[config.mk]
export PLATFORM = sky130hd
export DESIGN_NAME = cartridge_bank_controller_top
export DESIGN_NICKNAME = d
export VERILOG_FILES = /design/src/rtl/cbc_pkg.sv /design/src/rtl/cbc_bank_regs.sv /design/src/rtl/cbc_translate.sv /design/src/rtl/cartridge_bank_controller_top.sv
export SDC_FILE = /design/constraint.sdc
export NUM_CORES = 1
export LEC_CHECK = 0
export BUFFER_PORTS_ARGS = -buffer_cell sky130_fd_sc_hd__buf_2
export CAP_MARGIN = 20
export CORE_MARGIN = 3
export CORE_UTILIZATION = 55
export DETAILED_ROUTE_END_ITERATION = 7
export HOLD_SLACK_MARGIN = 0.05
export PLACE_DENSITY = 0.8
export SETUP_SLACK_MARGIN = 0.05
export SLEW_MARGIN = 20
export SYNTH_ARGS = -nofsm -noshare
export SYNTH_HDL_FRONTEND = slang
export SYNTH_SLANG_ARGS = --single-unit
[constraint.sdc]
create_clock -name aclk -period 4.38 [get_ports aclk]
set_input_delay 0.438 -clock aclk [delete_from_list [all_inputs] [get_ports aclk]]
set_output_delay 0.438 -clock aclk [all_outputs]
set_load 0.02 [all_outputs]
[src/rtl/cbc_pkg.sv]
package cbc_pkg;

    // Default sizes of the bank address space
    localparam int DEF_MAX_ROM_BANKS = 512;
    localparam int DEF_MAX_RAM_BANKS = 16;

    // Fixed field widths
    localparam int ADDR_W      = 16;
    localparam int DATA_W      = 8;
    localparam int ROM_BANK_W  = 9;
    localparam int RAM_BANK_W  = 4;
    localparam int RAM_REG_W   = 8;
    localparam int PHYS_W      = 23;
    localparam int ROM_OFS_W   = 14;
    localparam int RAM_OFS_W   = 13;
    localparam int KIND_W      = 3;
    localparam int ROM_COUNT_W = 10;
    localparam int RAM_COUNT_W = 5;
    localparam int CFG_IDX_W   = 2;
    localparam int CFG_DATA_W  = 10;
    localparam int TARGET_W    = 2;
    localparam int RESULT_W    = PHYS_W + 2 * ROM_BANK_W + RAM_BANK_W + 1;
    localparam int M_TDATA_W   = ((RESULT_W + 7) / 8) * 8;
    localparam int S_TDATA_W   = ADDR_W + DATA_W;

    // Controller generations
    localparam logic [KIND_W-1:0] KIND_MBC1 = 3'd1;
    localparam logic [KIND_W-1:0] KIND_MBC5 = 3'd5;

    // Configuration register indexes
    localparam logic [CFG_IDX_W-1:0] CFG_CONTROLLER_KIND = 2'd0;
    localparam logic [CFG_IDX_W-1:0] CFG_ROM_BANK_COUNT  = 2'd1;
    localparam logic [CFG_IDX_W-1:0] CFG_RAM_BANK_COUNT  = 2'd2;

    // Register regions below 0x8000, selected by address bits 14:13
    localparam logic [1:0] REGION_RAM_ENABLE = 2'd0;
    localparam logic [1:0] REGION_ROM_BANK   = 2'd1;
    localparam logic [1:0] REGION_RAM_BANK   = 2'd2;
    localparam logic [1:0] REGION_MODE       = 2'd3;

    localparam logic [3:0] RAM_ENABLE_KEY = 4'hA;

    typedef enum logic [TARGET_W-1:0] {
        TARGET_NONE     = 2'd0,
        TARGET_ROM      = 2'd1,
        TARGET_RAM      = 2'd2,
        TARGET_OPEN_BUS = 2'd3
    } cbc_target_t;

    typedef struct packed {
        logic                   ram_enable;
        logic [ROM_BANK_W-1:0]  rom_bank;
        logic [RAM_REG_W-1:0]   ram_bank;
        logic                   banking_mode;
    } cbc_state_t;

    typedef struct packed {
        logic [KIND_W-1:0]      kind;
        logic [ROM_COUNT_W-1:0] rom_count;
        logic [RAM_COUNT_W-1:0] ram_count;
    } cbc_cfg_t;

    typedef struct packed {
        logic                   ram_is_enabled;
        logic [RAM_BANK_W-1:0]  ram_window_bank;
        logic [ROM_BANK_W-1:0]  high_window_bank;
        logic [ROM_BANK_W-1:0]  low_window_bank;
        logic [PHYS_W-1:0]      physical_address;
    } cbc_result_t;

endpackage

[src/rtl/cbc_bank_regs.sv]
module cbc_bank_regs
    import cbc_pkg::*;
(
    input  logic                  aclk,
    input  logic                  aresetn,
    input  logic                  commit,
    input  logic                  is_write,
    input  logic [ADDR_W-1:0]     bus_address,
    input  logic [DATA_W-1:0]     write_data,
    input  logic [KIND_W-1:0]     kind,
    output cbc_state_t            state_next
);

    cbc_state_t state_reg;
    logic       mbc5;
    logic [4:0] low5;

    assign mbc5 = (kind == KIND_MBC5);
    assign low5 = write_data[4:0];

    always_comb begin
        state_next = state_reg;
        if (is_write && !bus_address[15]) begin
            case (bus_address[14:13])
                REGION_RAM_ENABLE: begin
                    state_next.ram_enable = (write_data[3:0] == RAM_ENABLE_KEY);
                end
                REGION_ROM_BANK: begin
                    if (mbc5 && bus_address[12]) begin
                        state_next.rom_bank[8] = write_data[0];
                    end else if (mbc5) begin
                        state_next.rom_bank[7:0] = write_data;
                    end else if (low5 != 5'd0) begin
                        state_next.rom_bank = {4'd0, low5};
                    end else begin
                        state_next.rom_bank = ROM_BANK_W'(1);
                    end
                end
                REGION_RAM_BANK: begin
                    state_next.ram_bank = write_data;
                end
                REGION_MODE: begin
                    state_next.banking_mode = write_data[0];
                end
                default: begin
                    state_next = state_reg;
                end
            endcase
        end
    end

    always_ff @(posedge aclk) begin
        if (!aresetn) begin
            state_reg.ram_enable   <= 1'b0;
            state_reg.rom_bank     <= ROM_BANK_W'(1);
            state_reg.ram_bank     <= '0;
            state_reg.banking_mode <= 1'b0;
        end else if (commit) begin
            state_reg <= state_next;
        end
    end

endmodule

[src/rtl/cbc_translate.sv]
module cbc_translate
    import cbc_pkg::*;
#(
    parameter int MAX_ROM_BANKS = DEF_MAX_ROM_BANKS,
    parameter int MAX_RAM_BANKS = DEF_MAX_RAM_BANKS
) (
    input  cbc_state_t         state,
    input  cbc_cfg_t           cfg,
    input  logic               is_write,
    input  logic [ADDR_W-1:0]  bus_address,
    output cbc_target_t        target,
    output cbc_result_t        result
);

    localparam logic [ROM_BANK_W-1:0] ROM_LIMIT = ROM_BANK_W'(MAX_ROM_BANKS - 1);
    localparam logic [RAM_BANK_W-1:0] RAM_LIMIT = RAM_BANK_W'(MAX_RAM_BANKS - 1);

    logic [ROM_COUNT_W-1:0] rom_count_m1;
    logic [RAM_COUNT_W-1:0] ram_count_m1;
    logic [ROM_BANK_W-1:0]  rom_mask;
    logic [RAM_BANK_W-1:0]  ram_mask;
    logic [ROM_BANK_W-1:0]  upper;
    logic                   mbc5;
    logic                   upper_used;
    logic [ROM_BANK_W-1:0]  low_bank;
    logic [ROM_BANK_W-1:0]  high_bank;
    logic [RAM_BANK_W-1:0]  ram_bank;
    logic [ROM_BANK_W-1:0]  rom_sel;

    assign rom_count_m1 = cfg.rom_count - ROM_COUNT_W'(1);
    assign ram_count_m1 = cfg.ram_count - RAM_COUNT_W'(1);
    assign rom_mask     = rom_count_m1[ROM_BANK_W-1:0] & ROM_LIMIT;
    assign ram_mask     = ram_count_m1[RAM_BANK_W-1:0] & RAM_LIMIT;

    assign mbc5       = (cfg.kind == KIND_MBC5);
    assign upper_used = (cfg.kind != KIND_MBC1) || state.banking_mode;
    assign upper      = {2'd0, state.ram_bank[1:0], 5'd0};

    assign low_bank  = (mbc5 || !upper_used) ? '0 : (upper & rom_mask);
    assign high_bank = (mbc5 ? state.rom_bank : (upper | state.rom_bank)) & rom_mask;
    assign ram_bank  = upper_used ? (state.ram_bank[RAM_BANK_W-1:0] & ram_mask) : '0;
    assign rom_sel   = bus_address[14] ? high_bank : low_bank;

    always_comb begin
        target                  = TARGET_NONE;
        result.physical_address = '0;
        result.low_window_bank  = low_bank;
        result.high_window_bank = high_bank;
        result.ram_window_bank  = ram_bank;
        result.ram_is_enabled   = state.ram_enable;
        if (!bus_address[15]) begin
            // Writes below 0x8000 only load registers and map nothing
            if (!is_write) begin
                target                  = TARGET_ROM;
                result.physical_address = {rom_sel, bus_address[ROM_OFS_W-1:0]};
            end
        end else if (bus_address inside {[16'hA000:16'hBFFF]}) begin
            if (state.ram_enable) begin
                target                  = TARGET_RAM;
                result.physical_address =
                    {6'd0, ram_bank, bus_address[RAM_OFS_W-1:0]};
            end else begin
                target = TARGET_OPEN_BUS;
            end
        end
    end

endmodule

[src/rtl/cartridge_bank_controller_top.sv]
// An accepted s_ beat passes through the input register and then the result register to its m_ beat.
// Throughput: one access per cycle; the bank mapping logic between the two registers is the
//   only work, so a new beat is taken every cycle while the result side keeps up.
// Reset: aresetn is synchronous and active low; it empties both registers and sets the
//   controller to MBC1, 2 ROM banks, 1 RAM bank, RAM disabled, ROM bank 1, RAM bank 0, mode 0.
module cartridge_bank_controller_top
    import cbc_pkg::*;
#(
    parameter int MAX_ROM_BANKS = DEF_MAX_ROM_BANKS,
    parameter int MAX_RAM_BANKS = DEF_MAX_RAM_BANKS
) (
    input  logic                  aclk,
    input  logic                  aresetn,

    // Access stream
    input  logic                  s_tvalid,
    output logic                  s_tready,
    input  logic [S_TDATA_W-1:0]  s_tdata,   // [15:0] bus_address, [23:16] write_data
    input  logic                  s_tuser,   // [0] mode (0 read, 1 write)

    // Result stream
    output logic                  m_tvalid,
    input  logic                  m_tready,
    output logic [M_TDATA_W-1:0]  m_tdata,   // [22:0] physical_address,
                                             // [31:23] low_window_bank,
                                             // [40:32] high_window_bank,
                                             // [44:41] ram_window_bank,
                                             // [45] ram_is_enabled, [47:46] zero
    output logic [TARGET_W-1:0]   m_tuser,   // [1:0] target

    // Configuration writes
    input  logic                  cfg_valid,
    output logic                  cfg_ready,
    input  logic [CFG_IDX_W-1:0]  cfg_index,
    input  logic [CFG_DATA_W-1:0] cfg_data
);

    // Input register
    logic                 in_valid_reg, in_valid_next;
    logic                 in_write_reg;
    logic [ADDR_W-1:0]    in_addr_reg;
    logic [DATA_W-1:0]    in_data_reg;

    // Result register
    logic                 out_valid_reg, out_valid_next;
    cbc_target_t          out_target_reg;
    cbc_result_t          out_result_reg;

    // Configuration registers
    cbc_cfg_t             cfg_reg;

    logic                 advance;
    cbc_state_t           state_next;
    cbc_target_t          target;
    cbc_result_t          result;

    // Move the held access into the result register when that slot is free or draining
    assign advance  = in_valid_reg && (!out_valid_reg || m_tready);
    assign s_tready = !in_valid_reg || advance;

    // Configuration must only be written while the block is idle; the block does not enforce it and always takes it
    assign cfg_ready = 1'b1;

    always_comb begin
        in_valid_next = in_valid_reg;
        if (s_tvalid && s_tready) begin
            in_valid_next = 1'b1;
        end else if (advance) begin
            in_valid_next = 1'b0;
        end
    end

    always_comb begin
        out_valid_next = out_valid_reg;
        if (advance) begin
            out_valid_next = 1'b1;
        end else if (m_tready) begin
            out_valid_next = 1'b0;
        end
    end

    always_ff @(posedge aclk) begin
        if (!aresetn) begin
            in_valid_reg  <= 1'b0;
            out_valid_reg <= 1'b0;
        end else begin
            in_valid_reg  <= in_valid_next;
            out_valid_reg <= out_valid_next;
        end
    end

    // Payload: input fields load on accept, result fields load on advance; both hold otherwise
    always_ff @(posedge aclk) begin
        if (s_tvalid && s_tready) begin
            in_write_reg <= s_tuser;
            in_addr_reg  <= s_tdata[ADDR_W-1:0];
            in_data_reg  <= s_tdata[ADDR_W +: DATA_W];
        end
        if (advance) begin
            out_target_reg <= target;
            out_result_reg <= result;
        end
    end

    always_ff @(posedge aclk) begin
        if (!aresetn) begin
            cfg_reg.kind      <= KIND_MBC1;
            cfg_reg.rom_count <= ROM_COUNT_W'(2);
            cfg_reg.ram_count <= RAM_COUNT_W'(1);
        end else if (cfg_valid && cfg_ready) begin
            case (cfg_index)
                CFG_CONTROLLER_KIND: cfg_reg.kind      <= cfg_data[KIND_W-1:0];
                CFG_ROM_BANK_COUNT:  cfg_reg.rom_count <= cfg_data[ROM_COUNT_W-1:0];
                CFG_RAM_BANK_COUNT:  cfg_reg.ram_count <= cfg_data[RAM_COUNT_W-1:0];
                default: begin
                    // drop writes beyond the register list
                end
            endcase
        end
    end

    // Control registers: the next state includes this beat's register write and is
    // committed only when the beat moves on, so results report banks after the access
    cbc_bank_regs u_bank_regs (
        .aclk        (aclk),
        .aresetn     (aresetn),
        .commit      (advance),
        .is_write    (in_write_reg),
        .bus_address (in_addr_reg),
        .write_data  (in_data_reg),
        .kind        (cfg_reg.kind),
        .state_next  (state_next)
    );

    // Window decode and bank mapping; reads and RAM writes leave the state as it is,
    // so mapping from the next state serves every kind of access
    cbc_translate #(
        .MAX_ROM_BANKS (MAX_ROM_BANKS),
        .MAX_RAM_BANKS (MAX_RAM_BANKS)
    ) u_translate (
        .state       (state_next),
        .cfg         (cfg_reg),
        .is_write    (in_write_reg),
        .bus_address (in_addr_reg),
        .target      (target),
        .result      (result)
    );

    assign m_tvalid = out_valid_reg;
    assign m_tuser  = out_target_reg;
    assign m_tdata  = M_TDATA_W'(out_result_reg);

endmodule
# After elaboration in Yosys (flattened, before gate mapping)
# Cells that the tools add are included.
# Widths: inputs -> output; s select.
# totals
regBits,110
latch_bits,0
ramBits,0
rom_bits,0
in_bits,42
output_inout_bits,53
elab_cells,83
n_memories,0
# op_classes
addsub,2
n_mul,0
div_mod_pow,0
order_cmp,2
n_eq_ne,8
n_shift,0
muxes,26
bitwise,4
n_reduce_logical,22
# ops
operator,count
$mux 23,3
$mux 9,4
$mux 8,3
$mux 19,1
$mux 17,1
$ge 16x16->1 const B,1
$le 16x16->1 const B,1
$mux 1,10
$and 7x9->9,1
$and 9x9->9,1
$or 7x9->9,1
$sub 9x1->9 const B,1
$eq 2x2->1 const B,3
$reduce_and 2->1,3
$logic_and 1x1->1,5
$mux 5,1
$reduce_bool 5->1,1
$and 4x4->4,1
$eq 2x1->1 const B,2
$eq 4x4->1 const B,1
$logic_not 1->1,4
$logic_not 2->1,2
$logic_or 1x1->1,4
$mux 2,2
other kinds (6),7

# Logic depth before layout (Yosys ltp)
# Gate-level depths: netlist of run 1.
# depth
word_depth,13
ltp_mapped,6

# Hierarchy
# Synthesis of run 1 repeated with hierarchy kept, for this count alone.
# hier_totals
cells_unflattened,378
area_unflattened_um2,4815.9
# by_module_without_submodules
module,instances,cells_each,area_each_um2,seq_area_each_um2
cartridge_bank_controller_top,1,160,3019.1,2592.5
cbc_bank_regs,1,120,1158.6,380.4
cbc_translate,1,98,638.1,0.0

# Least setup slack after synthesis of run 1
# Ideal clock, no wire load.
# synth_path
kind,input to register
from,input m_tready
to,"register out_result_reg, in the netlist m_tdata[0] (enable)"
setup_time_ns,0.421
arrival_ns,2.102
slack_ns,1.857
path_stages,4
n_path_buf,1
path_cell_list,nand2b_1 > nand2_1 > inv_1 > clkbuf_1
# synth_between
elab_chain_cells,2
# synth_lines
element,line,source
"start, declared",cartridge_bank_controller_top.sv:23,"input logic m_tready,"
$logic_or 1x1->1,cartridge_bank_controller_top.sv:58,assign advance = in_valid_reg && (!out_valid_reg || m_tready);
$logic_and 1x1->1,cartridge_bank_controller_top.sv:58,
via advance,cartridge_bank_controller_top.sv:52,logic advance;
"end signal, assigned",cartridge_bank_controller_top.sv:101,out_result_reg <= result;
"end, declared",cartridge_bank_controller_top.sv:47,cbc_result_t out_result_reg;
# The timed path passes the listed nets, and every way through them passes these cells.
# A chain may end at the register's enable or synchronous reset.

==> results of run 1 <==
==> logic make-up after synthesis <==
| kind of cell | Yosys count | share of synthesized area [%] |
|---|---|---|
| and+or+nand+nor | 120 | 15.8 |
| DFF | 99 | 64.2 |
| AOI/OAI and AO/OA | 36 | 6.08 |
| muxes | 30 | 7.50 |
| buffers and inverters | 29 | 3.77 |
| xor gates and xnor gates | 9 | 1.91 |
| adders and majority gates | 2 | 0.607 |
| other | 2 | 0.182 |
==> layer usage <==
metal / wire, um / global-route usage, % / vias to the layer above / part of all wire [%]
li1: - / - / 1339 / -
met1: 3360 / 25.0 / 1270 / 42
met2: 3900 / 30.9 / 114 / 49
met3: 639 / 4.79 / 12 / 8.0
met4: 129 / 8.42 / 0 / 1.6
met5: 0 / 0 / - / 0
==> area by class of cell <==
type | instances | area share (%)
sequential | 99 | 55.7
inverter | 10 | 0.791
clock buffer | 11 | 2.98
clock inverter | 5 | 0.765
multi-input combinational | 207 | 28.5
tap | 96 | 2.53
timing repair buffer | 83 | 8.75
==> power groups by stage <==
stage	combinational (W)	sequential (W)	clock (W)
after floorplan	0.0000917	0.00110	0
after CTS	0.000160	0.00107	0.000539
after global routing	0.000174	0.00107	0.000583
final	0.000159	0.00107	0.000529
after global placement	0.000155	0.00108	0
after detailed placement	0.000159	0.00109	0
==> cells in the final DEF (no fill, tap or decap), types with 3 or more instances in the layout <==
| cell | Yosys | final |
|---|---|---|
| sky130_fd_sc_hd__xnor2_1 | 8 | 8 |
| sky130_fd_sc_hd__dfxtp_1 | 33 | 33 |
| sky130_fd_sc_hd__a211oi_1 | 4 | 4 |
| sky130_fd_sc_hd__nor2b_1 | 9 | 9 |
| sky130_fd_sc_hd__nand3b_1 | 3 | 3 |
| sky130_fd_sc_hd__nand2_1 | 13 | 13 |
| sky130_fd_sc_hd__a22o_1 | 3 | 3 |
| sky130_fd_sc_hd__nor3b_1 | 3 | 3 |
| sky130_fd_sc_hd__mux2_2 | 3 | 3 |
| sky130_fd_sc_hd__nor3_1 | 14 | 14 |
| sky130_fd_sc_hd__mux2i_1 | 26 | 26 |
| sky130_fd_sc_hd__edfxtp_1 | 66 | 66 |
| sky130_fd_sc_hd__conb_1 | 2 | 10 |
| sky130_fd_sc_hd__inv_1 | 9 | 8 |
| sky130_fd_sc_hd__nand2b_1 | 5 | 5 |
| sky130_fd_sc_hd__a21oi_1 | 5 | 5 |
| sky130_fd_sc_hd__and2b_1 | 6 | 6 |
| sky130_fd_sc_hd__o21ai_0 | 12 | 12 |
| sky130_fd_sc_hd__nor2_1 | 45 | 45 |
| sky130_fd_sc_hd__buf_2 | 0 | 83 |
| sky130_fd_sc_hd__clkbuf_8 | 0 | 10 |
==> final timing paths <==
check / to / slack [ps]
min reg2reg: u_bank_regs.state_reg[11] / 510
min: in_addr_reg[7] / 250
max reg2reg: m_tdata[38] / 2200
max: m_tdata[38] / 2200
==> metrics by stage <==
stage / util [%] / instances
after floorplan: - / 335
after detailed placement: 65.1 / 495
after CTS: 67.6 / 511
after global routing: 67.6 / 511
after global placement: 65.1 / 495
final: 67.6 / 511
==> results.toml, run 1 <==
[outcome]
run_status = "finished clean"

[logic_synthesis]
synthTopCellsByCount = "66 x sky130_fd_sc_hd__edfxtp_1, 45 x sky130_fd_sc_hd__nor2_1, 33 x sky130_fd_sc_hd__dfxtp_1"
dominantRegCellSynth = "sky130_fd_sc_hd__edfxtp_1"
synthMostInstantiatedCell = "sky130_fd_sc_hd__edfxtp_1"
post_synth_instance_area_mm2 = 0.00412
post_synth_num_cell_types = 53
netlist_instances = 327
mean_cell_area_of_the_mapped_netlist_um2 = 12.6
synthTopCellsByArea = "sky130_fd_sc_hd__edfxtp_1 48%, sky130_fd_sc_hd__dfxtp_1 16%, sky130_fd_sc_hd__mux2i_1 6.3%, sky130_fd_sc_hd__nor2_1 4.1%, sky130_fd_sc_hd__buf_4 1.8%"
synth-edff-count = 66
yosysWarnings = 0
synth_seq_cells = 99
sequential_fraction_of_the_synthesis_area_pct = 64.2
area_fraction_of_the_dominant_cell_type_after_synthesis_pct = 48.1
synth.largest_area_cell = "sky130_fd_sc_hd__edfxtp_1"
async_reset_ff_share_pct = 0

[placement]
placement.cell_area_mm2 = 0.00457
dp_hpwl_um = 5880
io_buffers = 83
detailedPlace.worstSlack_ps = 2260
last_weighted_congestion_value_of_the_routability_driven_placer = 0.843

[clock_network]
cts_sinks = 99
numCtsBuffers = 9
worst_skew_pair.late_latency_ps = 360
tritoncts = "built"
cts_buffer_depth = 2
h-tree-depth = 3
cts.repair.resized = 0
cts-root-buf = "sky130_fd_sc_hd__clkbuf_8"
post_cts_hold_buffer_count = 0
worst_setup_hold_path_clk_slew_ps = 90
cts_setup_buffers = 0

[timing]
fmaxAchievable_ghz = 0.459
timing.slew.headroom_pct = 33.4
final_min_period_over_clock_period_pct = 49.7
worst_slew_pin_slew_ps = 997
final.min_clock_period_ps = 2180
worst_hold_slack_ps = 247
rsz0062_at_grt = "false"
setup_ws_ps = 2200
final.setup.tns_ps = 0
hold_violations = 0
setup_viol_count_final = 0
final_skew_ps = 10.5
final-max-slew-violation-count = 0

[finish]
fin_nets = 454
number_of_diodes = 0
fill_cells = 521
layout-area-overhead-vs-synth_pct = 15.2
register_area_mm2 = 0.00264
multiInputGateArea_mm2 = 0.00135
postLayoutCellArea_mm2 = 0.00475
number_of_flip_flops_under_the_largest_register_name = 39
layout-drive-gt1-share_pct = 26.7

[critical_path]
critPathLaunchType = "flip-flop"
worstPathArrival_ps = 2270
critPathKind = "reg -> reg"
critical_path_depth = 4
reg2reg_from = "in_addr_reg[15]"
timing.critical_path.slowest_stage_cell = "sky130_fd_sc_hd__edfxtp_1"
cp_slowest_stage_delay_ps = 490
depth_of_the_worst_register_to_register_path = 4
worstPathRequired_ps = 4470
worstPathBufferInverterCount = 0
worst_setup_path_startpoint = "in_addr_reg[15]"
path_delay_family = "simple AND/OR/NAND/NOR gates"
cp_max_fo = 8
crit_path_capture_type = "flip-flop"
worstPathCellList = "and4bb_1, mux2_2, a222oi_1, nor2_1"

[power]
power_frac_comb_pct = 9.1
highest_ir_drop_seen_on_vdd_mv = 0.276
power-per-cell-area_mw_per_mm2 = 370
switching_share_pct = 24.5
p_switching_w = 0.000430
p_clk_share_pct = 30.2
internal-power_w = 0.00132
power.static_leakage_nw = 1.93
seqPwrFrac_pct = 60.8
report.power.total_w = 0.00175

[detailed_routing]
drt-initial-drc-count = 202
detail_route.vias_per_cell = 5.35
drt_pre_antenna_iters = 4
route.final.wire_length_um = 8020
route.detailed.drc = 0
ant_nets = 0
route.detailed.wl_per_inst_um = 15.7
routed-via-count = 2735

[floorplanning]
floorplan.io_pins = 95
fp.coreArea_mm2 = 0.00702
floorplan.die.height_um = 92.5
die_w_um = 92.5
row_count = 30
effective_utilization_at_floorplan_pct = 58.7
die-area_mm2 = 0.00856

[global_routing]
first_global_vias = 2595
grt_util_all_layers_pct = 19.3
grt_start_max_net_pins = 54
grt_overflow = 0
grt_first_pass_wirelength_um = 12700
grt_antenna_before_repair = 0

[flow_run]
drv_cap = 0

[worst_hold_path]
hold_path.startpoint = "s_tdata[7]"
worstHoldPathType = "in -> reg"
worstHoldPathCells = 1
(Power assumes the default switching activity.)
==> run 2, diff against run 1 <==
--- a/config.mk
+++ b/config.mk
@@ -5,13 +5,14 @@
 export SDC_FILE = /design/constraint.sdc
 export NUM_CORES = 1
 export LEC_CHECK = 0
+export ABC_AREA = 1
 export BUFFER_PORTS_ARGS = -buffer_cell sky130_fd_sc_hd__buf_2
 export CAP_MARGIN = 20
 export CORE_MARGIN = 3
-export CORE_UTILIZATION = 55
+export CORE_UTILIZATION = 54
 export DETAILED_ROUTE_END_ITERATION = 7
 export HOLD_SLACK_MARGIN = 0.05
-export PLACE_DENSITY = 0.8
+export PLACE_DENSITY = 0.79
 export SETUP_SLACK_MARGIN = 0.05
 export SLEW_MARGIN = 20
 export SYNTH_ARGS = -nofsm -noshare
==> constraint.sdc (replaced) <==
create_clock -name aclk -period 2.1 [get_ports aclk]
set_input_delay 0.21 -clock aclk [delete_from_list [all_inputs] [get_ports aclk]]
set_output_delay 0.21 -clock aclk [all_outputs]
set_load 0.02 [all_outputs]
==> run 2 against run 1 <==
Net effect:
- combinational power rose to 3.0 times the previous value
- worst hold slack got worse by 180 ps
- sequential power rose by 110%
- register-to-register slack got worse by 2000 ps
- final cell count rose by 25%
- critical path type unchanged
- highest routed layer unchanged
- largest cell class unchanged
==> results.toml, run 2 <==
[logic_synthesis]
post_synth_num_cell_types = 29
synthXorXnorAreaFrac_pct = 1.45
sequential_fraction_of_the_synthesis_area_pct = 62.4
synth_top_family_by_area = "simple AND/OR/NAND/NOR gates"
synthTopCellsByArea = "sky130_fd_sc_hd__edfxtp_1 47%, sky130_fd_sc_hd__dfxtp_1 16%, sky130_fd_sc_hd__inv_1 6.1%, sky130_fd_sc_hd__nand2_1 4.8%, sky130_fd_sc_hd__nor2_1 3.5%"
synth_seq_cells = 99
synthMostInstantiatedCell = "sky130_fd_sc_hd__inv_1"
synth.largest_area_cell = "sky130_fd_sc_hd__edfxtp_1"
synth_simple_gate_area_share_pct = 17.8
netlist_instances = 424
synth.area.mux_share_pct = 0
post_synth_fa_ha_maj_area_fraction_pct = 0.591
dominantRegCellSynth = "sky130_fd_sc_hd__edfxtp_1"
yosysWarnings = 0
synthTopCellsByCount = "69 x sky130_fd_sc_hd__inv_1, 66 x sky130_fd_sc_hd__edfxtp_1, 54 x sky130_fd_sc_hd__nand2_1"
synth-edff-count = 66
mean_cell_area_of_the_mapped_netlist_um2 = 9.99
area_fraction_of_the_dominant_cell_type_after_synthesis_pct = 46.8
post_synth_instance_area_mm2 = 0.00424
synth-compound-area-share_pct = 7.83
async_reset_ff_share_pct = 0

[clock_network]
cts-root-buf = "sky130_fd_sc_hd__clkbuf_8"
h-tree-depth = 3
worst_setup_hold_path_clk_slew_ps = 100
cts_buffer_depth = 2
cts_setup_buffers = 0
tritoncts = "built"
worst_skew_pair.late_latency_ps = 370
cts_sinks = 99
numCtsBuffers = 9
cts.repair.resized = 0

[critical_path]
crit_path_capture_type = "flip-flop"
worstPathBufferInverterCount = 1
path_delay_family = "simple AND/OR/NAND/NOR gates"
critical_path.most_common_cell = "sky130_fd_sc_hd__nand2_1"
cp_max_fo = 12
worstPathCellList = "inv_2, nand2_2, nor2_4, nand2_2, nand2_1, nand2_1, nand2_1, nand2_1, nand2_1, nor2_1"
timing.critical_path.slowest_stage_cell = "sky130_fd_sc_hd__edfxtp_1"
worstPathRequired_ps = 2230
worstPathArrival_ps = 1980
cp_slowest_stage_delay_ps = 560
critPathLaunchType = "flip-flop"
critPathKind = "reg -> reg"

[placement]
last_weighted_congestion_value_of_the_routability_driven_placer = 0.899
dp_cells = 600
placement.cell_area_mm2 = 0.00472
io_buffers = 83
detailedPlace.worstSlack_ps = 307
dp_hpwl_um = 6120

[detailed_routing]
ant_nets = 0
route.detailed.drc = 0
route.detailed.wl_per_inst_um = 14.2
routed-via-count = 3250
detail_route.vias_per_cell = 5.07
route.final.wire_length_um = 9100
drt-initial-drc-count = 309
drt_pre_antenna_iters = 4

[timing]
setup_ws_ps = 253
final_min_period_over_clock_period_pct = 88.0
fmaxAchievable_ghz = 0.541
final-max-slew-violation-count = 0
worst_slew_pin_slew_ps = 573
hold_violations = 0
rsz0062_at_grt = "false"
timing.slew.headroom_pct = 61.7
worst_hold_slack_ps = 68.6
setup_viol_count_final = 0
final.setup.tns_ps = 0
final.min_clock_period_ps = 1850
final_skew_ps = 13.4

[global_routing]
grt_start_max_net_pins = 28
first_global_vias = 3053
grt_util_all_layers_pct = 20.9
grt_first_pass_wirelength_um = 14300
grt_antenna_before_repair = 0
grt_overflow = 0

[finish]
layout-drive-gt1-share_pct = 25.8
final_cell_mix = "83 x sky130_fd_sc_hd__buf_2, 68 x sky130_fd_sc_hd__inv_1, 66 x sky130_fd_sc_hd__edfxtp_1, 54 x sky130_fd_sc_hd__nand2_1, 40 x sky130_fd_sc_hd__nor2_1"
number_of_flip_flops_under_the_largest_register_name = 39
layout.cells.most_common = "sky130_fd_sc_hd__buf_2"
number_of_diodes = 0
layout.cells.non_filler = 641
fin_nets = 581
postLayoutCellArea_mm2 = 0.00516
layout-area-overhead-vs-synth_pct = 21.9

[floorplanning]
die_w_um = 94.6
effective_utilization_at_floorplan_pct = 56.9
die-area_mm2 = 0.00894
fp.coreArea_mm2 = 0.00745
row_count = 31
floorplan.io_pins = 95
floorplan.die.height_um = 94.6

[power]
internal-power_w = 0.00282
power_frac_comb_pct = 12.4
p_switching_w = 0.00108
switching_share_pct = 27.6
highest_ir_drop_seen_on_vdd_mv = 0.497
p_clk_share_pct = 30.2
power.static_leakage_nw = 2.34
power-per-cell-area_mw_per_mm2 = 754
seqPwrFrac_pct = 57.5

[outcome]
run_status = "finished clean"

[flow_run]
drv_cap = 0

[worst_hold_path]
worstHoldPathType = "in -> reg"
-- run 2: layout make-up --
| class | instances | area, um2 |
|---|---|---|
| well taps | 99 | 124 |
| repair buffers | 113 | 716 |
| clock buffers | 9 | 124 |
| fillers | 563 | 2280 |
| clock inverters | 7 | 66.3 |
| multi-input cells | 239 | 1210 |
| flip-flops and latches | 99 | 2640 |
| inverters | 75 | 282 |
-- run 2: cell families (layout without fill, tap and decap cells) --
group	count (synthesis)	in the layout
simple gates	160	160
xor+xnor	7	7
flops	99	99
fa+ha+maj	2	2
compound gates	60	60
buf+inv	94	204
other cells	2	10
-- run 2: metal layers --
layer	global-route usage [%]	part of all wire [%]
met2	36.6	51
met4	9.25	2.3
met3	3.51	6.7
met5	0	0
met1	25.5	40
-- run 2: what timing repair did --
item / 4_1_cts / 5_1_grt
hold buffers: 25 / 0
endpoints found under the hold margin: 25 / 0
setup endpoints to repair: 0 / 0
-- run 2: final timing paths --
path | slack [ps] | to | from | cells past startpoint
setup reg to reg | 250 | m_tdata[20] | in_addr_reg[14] | 10
hold / removal | 70 | cfg_reg[9] | cfg_data[4] | 3
setup / recovery | 250 | m_tdata[20] | in_addr_reg[14] | 10
hold reg to reg | 490 | cfg_reg[3] | cfg_reg[3] | 2
-- run 2: worst reg2reg max path, stage by stage, from the launching register on --
cell	delay, ps
sky130_fd_sc_hd__edfxtp_1	560
sky130_fd_sc_hd__inv_2	150
sky130_fd_sc_hd__nand2_2	80
sky130_fd_sc_hd__nor2_4	170
sky130_fd_sc_hd__nand2_2	220
sky130_fd_sc_hd__nand2_1	120
sky130_fd_sc_hd__nand2_1	70
sky130_fd_sc_hd__nand2_1	60
sky130_fd_sc_hd__nand2_1	80
sky130_fd_sc_hd__nand2_1	70
sky130_fd_sc_hd__nor2_1	40
-- run 2: metrics by stage --
| step | utilization, % | power (W) |
|---|---|---|
| 2_1_floorplan | - | 0.00258 |
| 3_3_place_gp | 63.4 | 0.00270 |
| 3_5_place_dp | 63.4 | 0.00272 |
| 4_1_cts | 69.3 | 0.00388 |
| 5_1_grt | 69.3 | 0.00405 |
| 6_report | 69.3 | 0.00390 |
-- run 2: power by group through the flow --
| stage | clock network (W) | registers, W | logic, W |
|---|---|---|---|
| after CTS | 0.00117 | 0.00224 | 0.000474 |
| after detailed placement | 0 | 0.00228 | 0.000436 |
| after global placement | 0 | 0.00228 | 0.000421 |
| after floorplan | 0 | 0.00232 | 0.000264 |
| final | 0.00118 | 0.00224 | 0.000481 |
| after global routing | 0.00127 | 0.00225 | 0.000531 |
